### src/hw/rtl/brsq_pkg.sv
package brsq_pkg;

  localparam int unsigned CAPACITY_BITS_DEFAULT = 65536;
  localparam int unsigned INDEX_SPAN = 65536;
  localparam int unsigned INDEX_W = 16;
  localparam int unsigned END_W = 17;
  localparam int unsigned BYTE_AW = 13;
  localparam int unsigned BYTE_SPAN = 8192;
  localparam int unsigned QUEUE_DEPTH = 2;
  localparam logic [7:0] BYTE_MASK = 8'hFF;

  typedef enum logic [1:0] {
    CMD_SET_BIT   = 2'd0,
    CMD_GET_BIT   = 2'd1,
    CMD_SET_RANGE = 2'd2,
    CMD_ANY_RANGE = 2'd3
  } cmd_t;

  typedef enum logic [1:0] {
    ST_CLEAR,
    ST_IDLE,
    ST_RUN
  } state_t;

  // Decoded request handed from the front to the back.
  typedef struct packed {
    logic               write;
    logic               value;
    logic               skip;
    logic               err;
    logic [BYTE_AW-1:0] first;
    logic [BYTE_AW-1:0] last;
    logic [7:0]         first_mask;
    logic [7:0]         last_mask;
  } op_t;

  typedef struct packed {
    logic answer_bit;
    logic range_error;
  } res_t;

endpackage

### src/hw/rtl/brsq_fifo.sv
module brsq_fifo #(
  parameter int unsigned W = 2,
  parameter int unsigned DEPTH = brsq_pkg::QUEUE_DEPTH
) (
  input  logic         clk,
  input  logic         rst,
  input  logic         wr,
  input  logic [W-1:0] wdata,
  input  logic         rd,
  output logic [W-1:0] rdata,
  output logic         empty,
  output logic         full
);

  localparam int unsigned PW = (DEPTH > 1) ? $clog2(DEPTH) : 1;
  localparam int unsigned CW = $clog2(DEPTH + 1);

  logic [W-1:0]  slots [DEPTH];
  logic [PW-1:0] wptr;
  logic [PW-1:0] rptr;
  logic [CW-1:0] count;
  logic          do_wr;
  logic          do_rd;

  assign empty = (count == CW'(0));
  assign full  = (count == CW'(DEPTH));
  assign do_wr = wr && !full;
  assign do_rd = rd && !empty;
  assign rdata = slots[rptr];

  always_ff @(posedge clk) begin
    if (rst) begin
      wptr  <= '0;
      rptr  <= '0;
      count <= '0;
    end else begin
      if (do_wr) begin
        wptr <= (wptr == PW'(DEPTH - 1)) ? '0 : wptr + PW'(1);
      end
      if (do_rd) begin
        rptr <= (rptr == PW'(DEPTH - 1)) ? '0 : rptr + PW'(1);
      end
      if (do_wr && !do_rd) begin
        count <= count + CW'(1);
      end else if (do_rd && !do_wr) begin
        count <= count - CW'(1);
      end
    end
  end

  always_ff @(posedge clk) begin
    if (do_wr) begin
      slots[wptr] <= wdata;
    end
  end

endmodule

### config.mk
export PLATFORM = sky130hd
export DESIGN_NAME = brsq_fifo
export DESIGN_NICKNAME = d
export VERILOG_FILES = /design/src/hw/rtl/brsq_pkg.sv /design/src/hw/rtl/brsq_fifo.sv
export SDC_FILE = /design/constraint.sdc
export NUM_CORES = 1
export LEC_CHECK = 0
export ABC_CLOCK_PERIOD_IN_PS = 1900
export BUFFER_PORTS_ARGS = -buffer_cell sky130_fd_sc_hd__buf_4
export CELL_PAD_IN_SITES_DETAIL_PLACEMENT = 1
export CELL_PAD_IN_SITES_GLOBAL_PLACEMENT = 2
export CORE_AREA = 4 4 41 43
export CTS_CLUSTER_DIAMETER = 40
export DETAILED_ROUTE_END_ITERATION = 6
export DIE_AREA = 0 0 45 47
export PLACE_DENSITY_LB_ADDON = 0.1
export SLEW_MARGIN = 20
export SYNTH_ARGS = -nofsm -noshare
export SYNTH_HDL_FRONTEND = slang
export SYNTH_SLANG_ARGS = --single-unit
### constraint.sdc
create_clock -name clk -period 1.9 [get_ports clk]
set_input_delay 0.38 -clock clk [delete_from_list [all_inputs] [get_ports clk]]
set_output_delay 0.38 -clock clk [all_outputs]
set_load 0.01 [all_outputs]
# Word level (Yosys, flattened, before mapping)
# Memories as Yosys holds them, arrays and structs flattened. A register that Yosys moved wholly into a read port is not among the register bits.
# Cells that the tools add are included.
# W data, S select, Z words.
[word_totals]
mem_count = 1
word_cells = 27
inputBits = 6
ram_bits = 4
out_inout_bits = 4
reg_bits = 4
[memory_table]
columns = ["memory", "words", "width", "read_ports", "rd_ports_with_merged_regs", "wr", "line_no", "text"]
rows = [
  ["slots", 2, 2, 1, 1, 1, "brsq_fifo.sv:18", "logic [W-1:0] slots [DEPTH];"],
]
[classes]
n_eq_ne = 1
add_sub_neg = 4
n_mux = 8
reduce_logical = 10
[op_table]
columns = ["cell", "count"]
rows = [
  ["$mux W1", 6],
  ["$logic_and A1 B1 Y1", 4],
  ["$logic_not A1 Y1", 4],
  ["$mux W2", 2],
  ["$add A1 B1 Y1 const B", 2],
  ["$add A2 B1 Y2 const B", 1],
  ["$eq A2 B2 Y1 const B", 1],
  ["$logic_not A2 Y1", 1],
  ["$reduce_bool A2 Y1", 1],
  ["$sub A2 B1 Y2 const B", 1],
]

# Longest topological paths before layout
[logic_depth]
depth_word = 7
mapped_depth = 6
depth_no_buf = 6

# Worst setup path after synthesis
# No wires, ideal clock.
[synth_path]
path_kind = "register to register"
from = "reg count[1]"
to = "reg count[1]"
setup_time_ns = 0.070
required_time_ns = 1.830
arrival_ns = 1.422
period_less_slack_ns = 1.492
path_slack_ns = 0.408
path_stages_with_launch = 6
n_path_buf = 0
cell_sequence = "dfxtp_1 > nor2b_2 > nor2_1 > ha_1 > or3_1 > a21oi_1"
[synth_between]
elab_chain_len = 6
word_cells_on_any_way = 15
classes_between = "add/sub (2); eq/ne (1); mux (2); reduce/logical (10)"
[synth_rtl]
columns = ["element", "line_no", "text"]
rows = [
  ["from (decl)", "brsq_fifo.sv:21", "logic [CW-1:0] count;"],
  ["from (signal assigned)", "brsq_fifo.sv:44", "count <= count + CW'(1);"],
  ["from (signal assigned)", "brsq_fifo.sv:46", "count <= count - CW'(1);"],
  ["$eq A2 B2 Y1 (*)", "brsq_fifo.sv:26", "assign full = (count == CW'(DEPTH));"],
  ["net full", "brsq_fifo.sv:12", "output logic full"],
  ["$logic_not A1 Y1 (*)", "brsq_fifo.sv:27", "assign do_wr = wr && !full;"],
  ["$logic_and A1 B1 Y1 (*)", "brsq_fifo.sv:27", ""],
  ["$logic_not A1 Y1", "brsq_fifo.sv:45", "end else if (do_rd && !do_wr) begin"],
  ["$logic_and A1 B1 Y1", "brsq_fifo.sv:45", ""],
  ["$reduce_bool A2 Y1 (no line)", "n/a", ""],
]
# The timed path passes the listed nets; every way through them passes the cells marked *. The select of a mux whose other input is x is not followed.
# A chain may end at the register's enable or synchronous reset.

# Worst setup path after layout
[layout_path]
from = "reg count[0]"
to = "reg count[1]"
[layout_between]
elab_chain_len = 6
word_cells_on_any_way = 15
classes_between = "add/sub (2); eq/ne (1); mux (2); reduce/logical (10)"
[layout_rtl]
columns = ["element", "line_no"]
rows = [
  ["$eq A2 B2 Y1 / $logic_not A2 Y1 (equally long branches)", "brsq_fifo.sv:26, brsq_fifo.sv:25"],
  ["$logic_not A1 Y1, on equally long branches", "brsq_fifo.sv:27, brsq_fifo.sv:28"],
  ["$logic_and A1 B1 Y1, on equally long branches", "brsq_fifo.sv:27, brsq_fifo.sv:28"],
  ["$logic_not A1 Y1, on equally long branches", "brsq_fifo.sv:45, brsq_fifo.sv:43"],
  ["$logic_and A1 B1 Y1, on equally long branches", "brsq_fifo.sv:45, brsq_fifo.sv:43"],
  ["$reduce_bool A2 Y1 (no line) / $mux W2 (equally long branches)", "n/a"],
]
# Parallel ways exist; a longest one is shown, timed or not. The select of a mux whose other input is x is not followed.

==> results.toml <==
[power]
sw_frac_of_total_pct = 32.5
p_int_uw = 465
seqPwrFrac_pct = 42.5
pwr-share-comb_pct = 36.4
power_switching_uw = 224
power_leakage_nw = 0.204
ir_drop_mv = 0.546
power_density_nw_per_um2 = 1460
clkPwrFrac_pct = 21.1

[critical_path]
cp_slowest_cell = "or3_1"
path_class = "reg2reg"
arrival_ns = 1.84
cp.buffers_inverters = 0
worstPathCellList = "o21ai_0, ha_1, or3_1, a21oi_1"
required_ns = 2.09
max_stage_delay_ns = 0.38
start_kind = "flop"
cp_max_fo = 5
end_kind = "flop"
critPathTopFamily = "compound AO/OA/AOI/OAI gates"

[floorplan]
fp-row-count = 13
design.core.area_um2 = 1300
io_pins = 10
die_x_um = 45
die-area_um2 = 2120
fp.dieH_um = 47
start_util_pct = 27.7

[clock_network]
cts_buffer_depth = 2
hold_buffers = 0
cts_inserted_buffers = 3
worstSkewPairLatency_ns = 0.26
clkSinkCount = 9
cts_htree_levels = 1
postCtsSetupRepairBufs = 0
cts_tree = "built"
cts.repair.resized = 0
clkTransAtPathRegs_ns = 0.06
cts_root_buffer = "clkbuf_4"

[logic_synthesis]
synth_top_family_by_area = "simple AND/OR/NAND/NOR gates"
synth_commonest_cells = "dfxtp_1, nor2_1, edfxtp_1"
synth_cell_types = 12
synth_edf_count = 4
synth_top_area_share_pct = 33.3
synthArstFlopShare_pct = 0
syn_inst = 31
synth_compound_area_share_pct = 6.94
synthXorXnorAreaFrac_pct = 7.29
synth_seq_area_share_pct = 61.1
synth_ff_type = "dfxtp_1"
muxShareOfSynthArea_pct = 6.25
yosysTopAreaCell = "edfxtp_1"
ys_ff_latch = 9
syn-num-nets = 38
syn_area_per_cell_um2 = 11.6
ys_warn_count = 0
synth-adder-area-share_pct = 3.47
syn_area_um2 = 360
yosys.area_share.simple_pct = 12.8
synth_area_leaders = "edfxtp_1, dfxtp_1, xor2_1"

[global_routing]
grt_pass1_vias = 298
grt_pass1_wl_um = 1180
antenna_found_initial = 0
grt_max_degree = 6
grt_overflow = 0
grt_use_total_pct = 8.53

[status]
status = "finished, final reports clean"

[placed_design]
dp_cells = 55
place.gp.congestion = 0.755
post-place-ws_ns = 0.256
hpwl_um = 592
io_buffers = 9

[sta]
setup_tns_ns = 0
skew_ns = 0.00884
drv_slew = 0
slew_headroom_pct = 77.5
hold_ws_ns = 0.304
finalSetupViolCount = 0
tightest_slew_ns = 0.334
min_period_ns = 1.65
rsz0062_at_grt = "no"
period_share_pct = 86.7
fin_ws_ns = 0.252
fmax_ghz = 0.607
final-hold-violation-count = 0

[drt]
drtIter0Drc = 2
postRouteAntennaNets = 0
drc = 0
vias_per_cell = 4.53
routed-via-count = 267
wl_per_cell_um = 11.8
wl_um = 698
drtPass1Iterations = 2

[layout]
fin_cells = 59
layout.nets = 52
syn_to_final_growth_pct = 31.2
num_antenna_cells = 0
drive_gt1_share_pct = 34.1
nFillCells = 163

[worst_hold_path]
hp-class = "in2reg"

[flow_run]
maxCapViolations = 0
-- layout by cell type (no fill, tap or decap) --
| cell | netlist | layout |
|---|---|---|
| nor2_1 | 5 | 5 |
| o21ai_0 | 3 | 3 |
| dfxtp_1 | 5 | 5 |
| clkbuf_4 | 0 | 3 |
| a21oi_1 | 2 | 2 |
| and2_1 | 1 | 1 |
| xor2_1 | 3 | 3 |
| nor2b_2 | 1 | 1 |
| edfxtp_1 | 4 | 4 |
| mux2_2 | 2 | 2 |
| buf_4 | 0 | 9 |
| or3_1 | 2 | 2 |
| inv_1 | 2 | 2 |
| ha_1 | 1 | 1 |
| clkbuf_1 | 0 | 1 |
-- power groups by stage --
stage / registers, mW / logic, mW / clock network (mW)
after floorplan: 0.287 / 0.160 / 0
final: 0.293 / 0.251 / 0.145
after CTS: 0.294 / 0.254 / 0.154
after global placement: 0.293 / 0.237 / 0
after detailed placement: 0.298 / 0.253 / 0
after global routing: 0.303 / 0.282 / 0.165
-- routing by layer --
layer	share of wire, %	track usage (%)	wire, um
met5	0	0	0
met4	2.1	7.02	15
met3	5.7	3.83	40
met2	56	15.3	388
met1	36	7.23	253
-- kinds of logic (layout without fill, tap and decap cells) --
family,after synthesis,count (layout)
mux,2,2
xor+xnor,3,3
flops,9,9
simple gates,9,9
buf+inv,2,15
compound gates,5,5
fa+ha+maj,1,1
-- path summary, 6_finish.rpt --
path / start / end / slack (ns) / cells after the start
worst max-delay path: count[0]$_SDFFE_PP0P_ / count[1]$_SDFFE_PP0P_ / 0.25 / 4
worst min-delay path: wdata[1] / slots[1][1]$_DFFE_PP_ / 0.30 / 1
worst max register to register: count[0]$_SDFFE_PP0P_ / count[1]$_SDFFE_PP0P_ / 0.25 / 4
worst min register to register: wptr$_SDFFE_PP0N_ / wptr$_SDFFE_PP0N_ / 0.49 / 2
-- stage by stage --
step | cell area, um^2 | util (%) | power (mW)
floorplan | 360 | - | 0.447
global placement | 447 | 34.3 | 0.530
detailed placement | 447 | 34.3 | 0.552
CTS | 473 | 36.3 | 0.702
global route | 473 | 36.3 | 0.750
finish | 473 | 36.3 | 0.689
-- worst reg2reg max path, delay by kind of cell, from the launching register on --
family | cells | cell delay (ns)
AOI/OAI and AO/OA | 2 | 0.50
adders and majority gates | 1 | 0.33
DFF | 1 | 0.37
and+or+nand+nor | 1 | 0.38
-- cell type report --
type / count / area, um^2 / share of cell area [%]
timing repair buffer: 9 / 67.6 / 14.3
clock buffer: 4 / 26.3 / 5.56
sequential: 9 / 220 / 46.6
inverter: 2 / 7.51 / 1.59
multi-input combinational: 20 / 133 / 28.0
tap: 15 / 18.8 / 3.97
Power figures use the tool's default switching activity.
