--- config.mk ---
export PLATFORM = sky130hd
export DESIGN_NAME = brsq_front
export DESIGN_NICKNAME = d
export VERILOG_FILES = /design/src/hw/rtl/brsq_pkg.sv /design/src/hw/rtl/brsq_front.sv
export SDC_FILE = /design/constraint.sdc
export NUM_CORES = 1
export LEC_CHECK = 0
export ABC_AREA = 1
export BUFFER_PORTS_ARGS = -buffer_cell sky130_fd_sc_hd__buf_2
export CAP_MARGIN = 15
export CORE_AREA = 2 2 64 66
export DETAILED_ROUTE_END_ITERATION = 10
export DIE_AREA = 0 0 66 68
export PLACE_DENSITY = 0.81
export SLEW_MARGIN = 10
export SYNTH_ARGS = -nofsm -noshare
export SYNTH_HDL_FRONTEND = slang
export SYNTH_SLANG_ARGS = --single-unit
--- constraint.sdc ---
create_clock -name vclk -period 5.4
set_clock_uncertainty 0.1 [all_clocks]
set_input_delay 0.81 -clock vclk [all_inputs]
set_output_delay 0.81 -clock vclk [all_outputs]
set_load 0.03 [all_outputs]
--- src/hw/rtl/brsq_pkg.sv ---
package brsq_pkg;

  localparam int unsigned CAPACITY_BITS_DEFAULT = 65536;
  localparam int unsigned INDEX_SPAN = 65536;
  localparam int unsigned INDEX_W = 16;
  localparam int unsigned END_W = 17;
  localparam int unsigned BYTE_AW = 13;
  localparam int unsigned BYTE_SPAN = 8192;
  localparam int unsigned QUEUE_DEPTH = 2;
  localparam logic [7:0] BYTE_MASK = 8'hFF;

  typedef enum logic [1:0] {
    CMD_SET_BIT   = 2'd0,
    CMD_GET_BIT   = 2'd1,
    CMD_SET_RANGE = 2'd2,
    CMD_ANY_RANGE = 2'd3
  } cmd_t;

  typedef enum logic [1:0] {
    ST_CLEAR,
    ST_IDLE,
    ST_RUN
  } state_t;

  // Decoded request handed from the front to the back.
  typedef struct packed {
    logic               write;
    logic               value;
    logic               skip;
    logic               err;
    logic [BYTE_AW-1:0] first;
    logic [BYTE_AW-1:0] last;
    logic [7:0]         first_mask;
    logic [7:0]         last_mask;
  } op_t;

  typedef struct packed {
    logic answer_bit;
    logic range_error;
  } res_t;

endpackage

--- src/hw/rtl/brsq_front.sv ---
module brsq_front #(
  parameter int unsigned CAPACITY_BITS = brsq_pkg::CAPACITY_BITS_DEFAULT
) (
  input  logic [1:0]                  command,
  input  logic [brsq_pkg::INDEX_W-1:0] start_index,
  input  logic [brsq_pkg::END_W-1:0]   end_index,
  input  logic                        bit_value,
  output brsq_pkg::op_t               op
);

  localparam logic [brsq_pkg::END_W-1:0] CLAMP = brsq_pkg::END_W'(
    (CAPACITY_BITS < brsq_pkg::INDEX_SPAN) ? CAPACITY_BITS : brsq_pkg::INDEX_SPAN);

  logic [brsq_pkg::END_W-1:0] s_ext;
  logic [brsq_pkg::END_W-1:0] e_eff;
  logic [brsq_pkg::END_W-1:0] e_last;
  logic                       err;
  logic                       is_write;

  assign s_ext = {1'b0, start_index};

  always_comb begin
    err      = 1'b0;
    is_write = 1'b0;
    e_eff    = s_ext + brsq_pkg::END_W'(1);
    case (brsq_pkg::cmd_t'(command))
      brsq_pkg::CMD_SET_BIT: begin
        err      = (s_ext >= CLAMP);
        is_write = 1'b1;
      end
      brsq_pkg::CMD_GET_BIT: begin
        err = (s_ext >= CLAMP);
      end
      brsq_pkg::CMD_SET_RANGE: begin
        e_eff    = (end_index > CLAMP) ? CLAMP : end_index;
        is_write = 1'b1;
      end
      default: begin
        e_eff = (end_index > CLAMP) ? CLAMP : end_index;
      end
    endcase
  end

  assign e_last = e_eff - brsq_pkg::END_W'(1);

  // A single bit is the range [s, s+1); empty and faulty requests skip memory.
  always_comb begin
    op.write      = is_write;
    op.value      = bit_value;
    op.err        = err;
    op.skip       = err || (e_eff <= s_ext);
    op.first      = start_index[brsq_pkg::INDEX_W-1:3];
    op.last       = e_last[brsq_pkg::INDEX_W-1:3];
    op.first_mask = brsq_pkg::BYTE_MASK >> start_index[2:0];
    op.last_mask  = ~(brsq_pkg::BYTE_MASK >> ({1'b0, e_last[2:0]} + 4'd1));
  end

endmodule

=== Word level (Yosys, flattened, before mapping) ===
Index checks and enable logic that the tools add are counted.

* Register bits: 0
* Input port bits: 36
* Logic and storage cells: 19

* Add/sub/neg operators: 3
* $lt $le $gt $ge: 3
* Equal/unequal tests: 2
* Shifts and indexed selects: 2
* Muxes and demuxes: 4
* Bitwise logic cells: 1
* Reductions and logical operators: 4

{| class="wikitable"
|+ Operators by type and width
! kind !! number
|-
| $mux 17 || 2
|-
| $add 16x1->17 const B || 1
|-
| $ge 16x17->1 const B || 1
|-
| $gt 17x17->1 const B || 1
|-
| $le 17x16->1 || 1
|-
| $sub 16x1->16 const B || 1
|-
| $not 8->8 || 1
|-
| $shr 8x3->8 const A || 1
|-
| $shr 8x4->8 const A || 1
|-
| $add 3x1->4 const B || 1
|-
| $reduce_or 2->1 || 2
|-
| $eq 2x1->1 const B || 1
|-
| $eq 2x2->1 const B || 1
|-
| $logic_not 2->1 || 1
|-
| $mux 1 || 2
|-
| $logic_or 1x1->1 || 1
|}

=== Logic depth before layout (Yosys ltp) ===
Gate-level depths: netlist (run 1).

* Depth in word-level cells: 7
* Mapped depth: 18
* Gate-level depth less buffers: 17

=== Worst setup path before layout (run 1) ===
No wires, ideal clock.

* Path kind: input -> output
* Start point: input start_index[0] in the netlist's numbering
* End point: output op[2] in the netlist's numbering
* Data arrival time: 2700 ps
* Data required time: 4490 ps
* Slack: 1790 ps
* Stages on the path: 10
* Path buffers: 0
* Cells stage by stage: inv_1 > ha_1 > inv_1 > nor2_1 > a21oi_1 > ha_1 > inv_1 > ha_1 > inv_1 > nor2_1

{| class="wikitable"
|+ RTL lines
! item !! line !! RTL
|-
| start: declaration || brsq_front.sv:5 || <nowiki>input logic [brsq_pkg::INDEX_W-1:0] start_index,</nowiki>
|-
| end: declaration || brsq_front.sv:8 || <nowiki>output brsq_pkg::op_t op</nowiki>
|}

==> results.cfg, run 1 <==
[layout]
seq_cells = 0
diodes = 0
final_util_pct = 56.8
layout_common_cells = 124 x nand2_1, 77 x buf_2, 56 x inv_1, 39 x nor2_1, 27 x nand3_1
drive_above_1_share_pct = 24.6
final_common_cell = nand2_1
fillCellCount = 433
nClkBuffers = 0
final-seq-area_um2 = 0
layout.nets = 480
syn_to_final_growth_pct = 15.6
multi_input_area_um2 = 1520

[clock_network]
hold_buffers = 0
cts_setup_buffers = 0
cts_resized = 0

[grt]
gr-total-overflow = 0
grt_pass1_wl_um = 8170
grt_max_degree = 22
antenna_found_initial = 0
grt_pass1_vias = 1912
gr-usage-all-layers_pct = 22.7

[power_and_ir_drop]
ir_drop_v = 0.0000911
switching_power_mw = 0.177
switching_share_pct = 69.6
power.leakage_nw = 1.38
powerDensity_nw_per_um2 = 116
pwr-share-comb_pct = 100.0
clkPwrFrac_pct = 0
seqPwrFrac_pct = 0
internal_power_mw = 0.0773

[drt]
routed_via_density = 4.94
routedWlPerCell_um = 11.2
dr.pass1.iters = 4
ant_nets = 0
num_vias = 2311
wl_um = 5230
drt_iter0_markers = 101
drc = 0

[sta]
hold_viol_final = 0
slew_viol_final = 0
rsz0062_at_grt = false
setup_viol = 0
max_freq_mhz = 245
final.setup.tns_ns = 0
min_period_over_period_pct = 75.5
min_period_ns = 4.08

[critical_path]
crit_type = in -> out
start_kind = input pin
crit_fanout = 7
crit_path_end_kind = primary output
worstPathArrival_ns = 3.17
required_ns = 4.49

[synth]
synth_area_um2 = 1900
synth_seq_area_share_pct = 0
synth_cell_types = 28
syn_area_per_cell_um2 = 5.24
synth_cells = 362
ys_warn_count = 0

[floorplan]
fp.dieH_um = 68
core_um2 = 3860
io_pins = 82
dieArea_um2 = 4490
rows = 23
die_x_um = 66
start_util_pct = 49.2

[job]
cap_viol_max_count = 0

[place]
dp_hpwl_um = 4610
port_buffers = 77
routabilityCongestion = 0.977

[hold_path]
min_path_cells = 0
holdCritPathClass = in -> out

[outcome]
status = finished clean
power groups by stage:
stage | clock network [mW] | registers (mW) | logic, mW
after floorplan | 0 | 0 | 0.193
after global placement | 0 | 0 | 0.251
after detailed placement | 0 | 0 | 0.254
after CTS | 0 | 0 | 0.255
after global routing | 0 | 0 | 0.282
final | 0 | 0 | 0.255
synth_stat cells (all sizes together):
master	number	area share, %
nand2	132	28
inv	58	11
nor2	49	13
nand3	29	8.2
ha	24	16
buf	21	8.1
a21oi	12	3.6
nand4	12	4.0
xor2	7	3.2
o21ai	5	1.5
nor3	4	1.1
conb	2	0.40
clkbuf	1	0.20
clkinv	1	0.20
nor4	1	0.33
o21a	1	0.40
o221ai	1	0.46
or2	1	0.33
xnor2	1	0.46
metal layers:
metal  GRT usage [%]  vias to the layer above  routed length (µm)  part of all wire, %
met3           0.822                       12                 235                  4.5
met5               0                        -                   0                    0
met2            42.2                       79                2550                   49
li1                -                     1221                   -                    -
met1            28.4                      999                2290                   44
met4            6.63                        0                 154                  2.9
final timing paths:
kind	to	startpoint	slack (ns)
min	op[44]	bit_value	1.52
max	op[43]	start_index[0]	1.32
critical path, cell delays in order:
cell and delay (ns):
buf_2 0.14, ha_1 0.29, nand3_2 0.11, clkinv_1 0.14, a21oi_1 0.17, nor2_1 0.08, a21oi_2 0.14, inv_1 0.11
ha_1 0.34, nand2_1 0.06, nor2_1 0.08, nand2_1 0.07, nor3_1 0.16, nand3_1 0.11, nand3_1 0.10, nand2_1 0.06
buf_2 0.18
stage by stage:
stage	setup slack, ns	cells	hold WS [ns]	power [mW]	cell area (µm²)
2_1_floorplan	1.79	363	1.60	0.193	1900
3_3_place_gp	1.38	468	1.52	0.251	2190
3_5_place_dp	1.37	468	1.52	0.254	2190
4_1_cts	1.36	468	1.52	0.255	2190
5_1_grt	1.05	468	1.52	0.282	2190
6_report	1.32	468	1.52	0.255	2190
cells by family (layout without fill, tap and decap cells):
family / Yosys count / in the layout / synth area share (%)
adders and majority gates: 24 / 24 / 15.8
AOI/OAI and AO/OA: 19 / 19 / 5.94
xor gates and xnor gates: 8 / 8 / 3.70
buffers and inverters: 81 / 136 / 19.9
other: 2 / 3 / 0.396
and+or+nand+nor: 228 / 228 / 54.2
cell type report:
| cell class | count | area share, % |
|---|---|---|
| inverter | 59 | 10.1 |
| tap | 50 | 2.86 |
| timing repair buffer | 77 | 17.6 |
| multi-input combinational | 282 | 69.4 |
(Power assumes the default switching activity.)
==> run 2: changes to the inputs <==
Settings changed: ABC_AREA 1 to 0, CORE_AREA 2 2 64 66 to 2 2 65 67, DIE_AREA 0 0 66 68 to 0 0 67 69, PLACE_DENSITY 0.81 to 0.76.
Clock period 5.4 ns to 3.5 ns, I/O delays scaled along.
==> results.cfg, run 2 <==
[layout]
final_util_pct = 70.1
diodes = 0
seq_cells = 0
syn_to_final_growth_pct = 62.1
nClkBuffers = 0
layout_common_cells = 69 x buf_2, 68 x buf_4, 26 x inv_1, 22 x ha_1, 19 x nand2_1
fin_cells = 411
layout.nets = 423
fillCellCount = 332
final-seq-area_um2 = 0
final_common_cell = buf_2
drive_above_1_share_pct = 52.6

[critical_path]
required_ns = 2.87
crit_path_start = end_index[0]
cp_slowest_cell = nor4_4
path_common_cell = buf_4
max_stage_delay_ns = 0.27
crit_type = in -> out
cpLargestDelayFamily = simple AND/OR/NAND/NOR gates
path_buf_inv = 5
crit_cells = 15
timing.critical_path.to = op[43]
start_kind = input pin
crit_chain = buf_2, nor4_4, buf_4, a41oi_2, nor2_2, buf_4, buf_4, a21o_1, ha_1, and3_1, nand2b_1, nor4_2, o21ai_0, o21ai_2, buf_6
crit_path_end_kind = primary output
worstPathArrival_ns = 2.85
crit_fanout = 5

[synth]
synthTopCellsByCount = 27 x inv_1, 24 x ha_1, 22 x nor2_1, 19 x nand2_1, 18 x buf_4
syn_area_per_cell_um2 = 7.02
synth_cell_types = 53
yosysTopAreaCell = ha_1
synth_area_um2 = 1690
synth_cells = 241
yosysMostFrequentCell = inv_1
synth_seq_area_share_pct = 0
synthTopCellsByArea = ha_1 18%, xnor2_1 8.3%, buf_4 8.0%, inv_1 6.0%, nor2_1 4.9%
ys_warn_count = 0
synth_top_area_share_pct = 17.8

[power_and_ir_drop]
internal_power_mw = 0.192
ir_drop_v = 0.0000783
switching_share_pct = 59.4
pwr-share-comb_pct = 100.0
switching_power_mw = 0.281
clkPwrFrac_pct = 0
power.leakage_nw = 1.40
seqPwrFrac_pct = 0
powerDensity_nw_per_um2 = 173

[floorplan]
die_x_um = 67
fp.dieH_um = 69
rows = 23
core_um2 = 3910
start_util_pct = 43.2
dieArea_um2 = 4620
io_pins = 82

[sta]
slew_viol_final = 0
whs_ns = 0.950
min_period_ns = 3.47
rsz0062_at_grt = true
max_freq_mhz = 288
min_period_over_period_pct = 99.2
hold_viol_final = 0
setup_viol = 0

[place]
port_buffers = 77
routabilityCongestion = 0.971
dp_hpwl_um = 4900
placed_cells = 406

[grt]
grt_pass1_vias = 1985
antenna_found_initial = 0
grt_pass1_wl_um = 8940
grt_max_degree = 10
gr-total-overflow = 0
gr-usage-all-layers_pct = 23.7

[drt]
num_vias = 2183
drt_iter0_markers = 109
drc = 0
dr.pass1.iters = 4
ant_nets = 0
wl_um = 6080
routed_via_density = 5.31
routedWlPerCell_um = 14.8

[hold_path]
hp-start = bit_value
holdCritPathClass = in -> out

[job]
cap_viol_max_count = 0

[outcome]
status = finished clean
run 2: cell count changes in the layout (fill, tap and decap cells not counted), sizes merged, moves of 7 or more:
cell and change:
nor2b +7, nand3 -22, nor2 -27, inv -32
xnor2 +15, nand2 -113, buf +62
run 2: cell type report:
class                      count  area, µm²  area share (%)
tap                           50       62.6            2.28
inverter                      27        105            3.83
timing repair buffer         140        886            32.3
multi-input combinational    194       1690            61.6
run 2: layer usage:
| metal | vias to the layer above | GRT usage, % | share of wire [%] |
|---|---|---|---|
| li1 | 1076 | - | - |
| met1 | 1010 | 32.9 | 42 |
| met2 | 93 | 42.0 | 50 |
| met3 | 4 | 0.816 | 7.5 |
| met4 | 0 | 0.907 | 0.26 |
| met5 | - | 0 | 0 |
run 2: logic make-up after synthesis:
logic type	after synthesis	synth area share (%)
simple gates	99	33.0
buf+inv	48	14.7
compound gates	45	22.0
fa+ha+maj	24	17.8
xor+xnor	21	10.9
mux	2	1.18
other cells	2	0.444
run 2: repair_timing:
item                                    4_1_cts  5_1_grt
endpoints found under the setup margin        8        9
buffers inserted                              0        5
resized for setup                            11       40
pin swaps                                     3       17
hold buffers                                  0        0
run 2: power by group through the flow:
stage          Sequential, mW  Combinational, mW  Clock, mW
2_1_floorplan               0              0.277          0
3_3_place_gp                0              0.420          0
3_5_place_dp                0              0.427          0
4_1_cts                     0              0.437          0
5_1_grt                     0              0.508          0
6_report                    0              0.474          0
run 2: per-stage QoR:
stage | setup slack (ns) | area (µm²) | TNS, ns | total power, mW
global placement | -0.0765 | 2480 | -0.189 | 0.420
detailed placement | -0.131 | 2480 | -0.426 | 0.427
finish | 0.0268 | 2740 | 0 | 0.474
floorplan | -0.0118 | 1740 | -0.0174 | 0.277
global route | -0.149 | 2740 | -0.149 | 0.508
CTS | 0.00278 | 2520 | 0 | 0.437
run 2: worst min-delay path by stage:
stage	end	cells after the start
CTS	op[44]	0
floorplan	op[14]	1
finish	op[44]	0
global route	op[44]	0
global placement	op[44]	0
detailed placement	op[44]	0
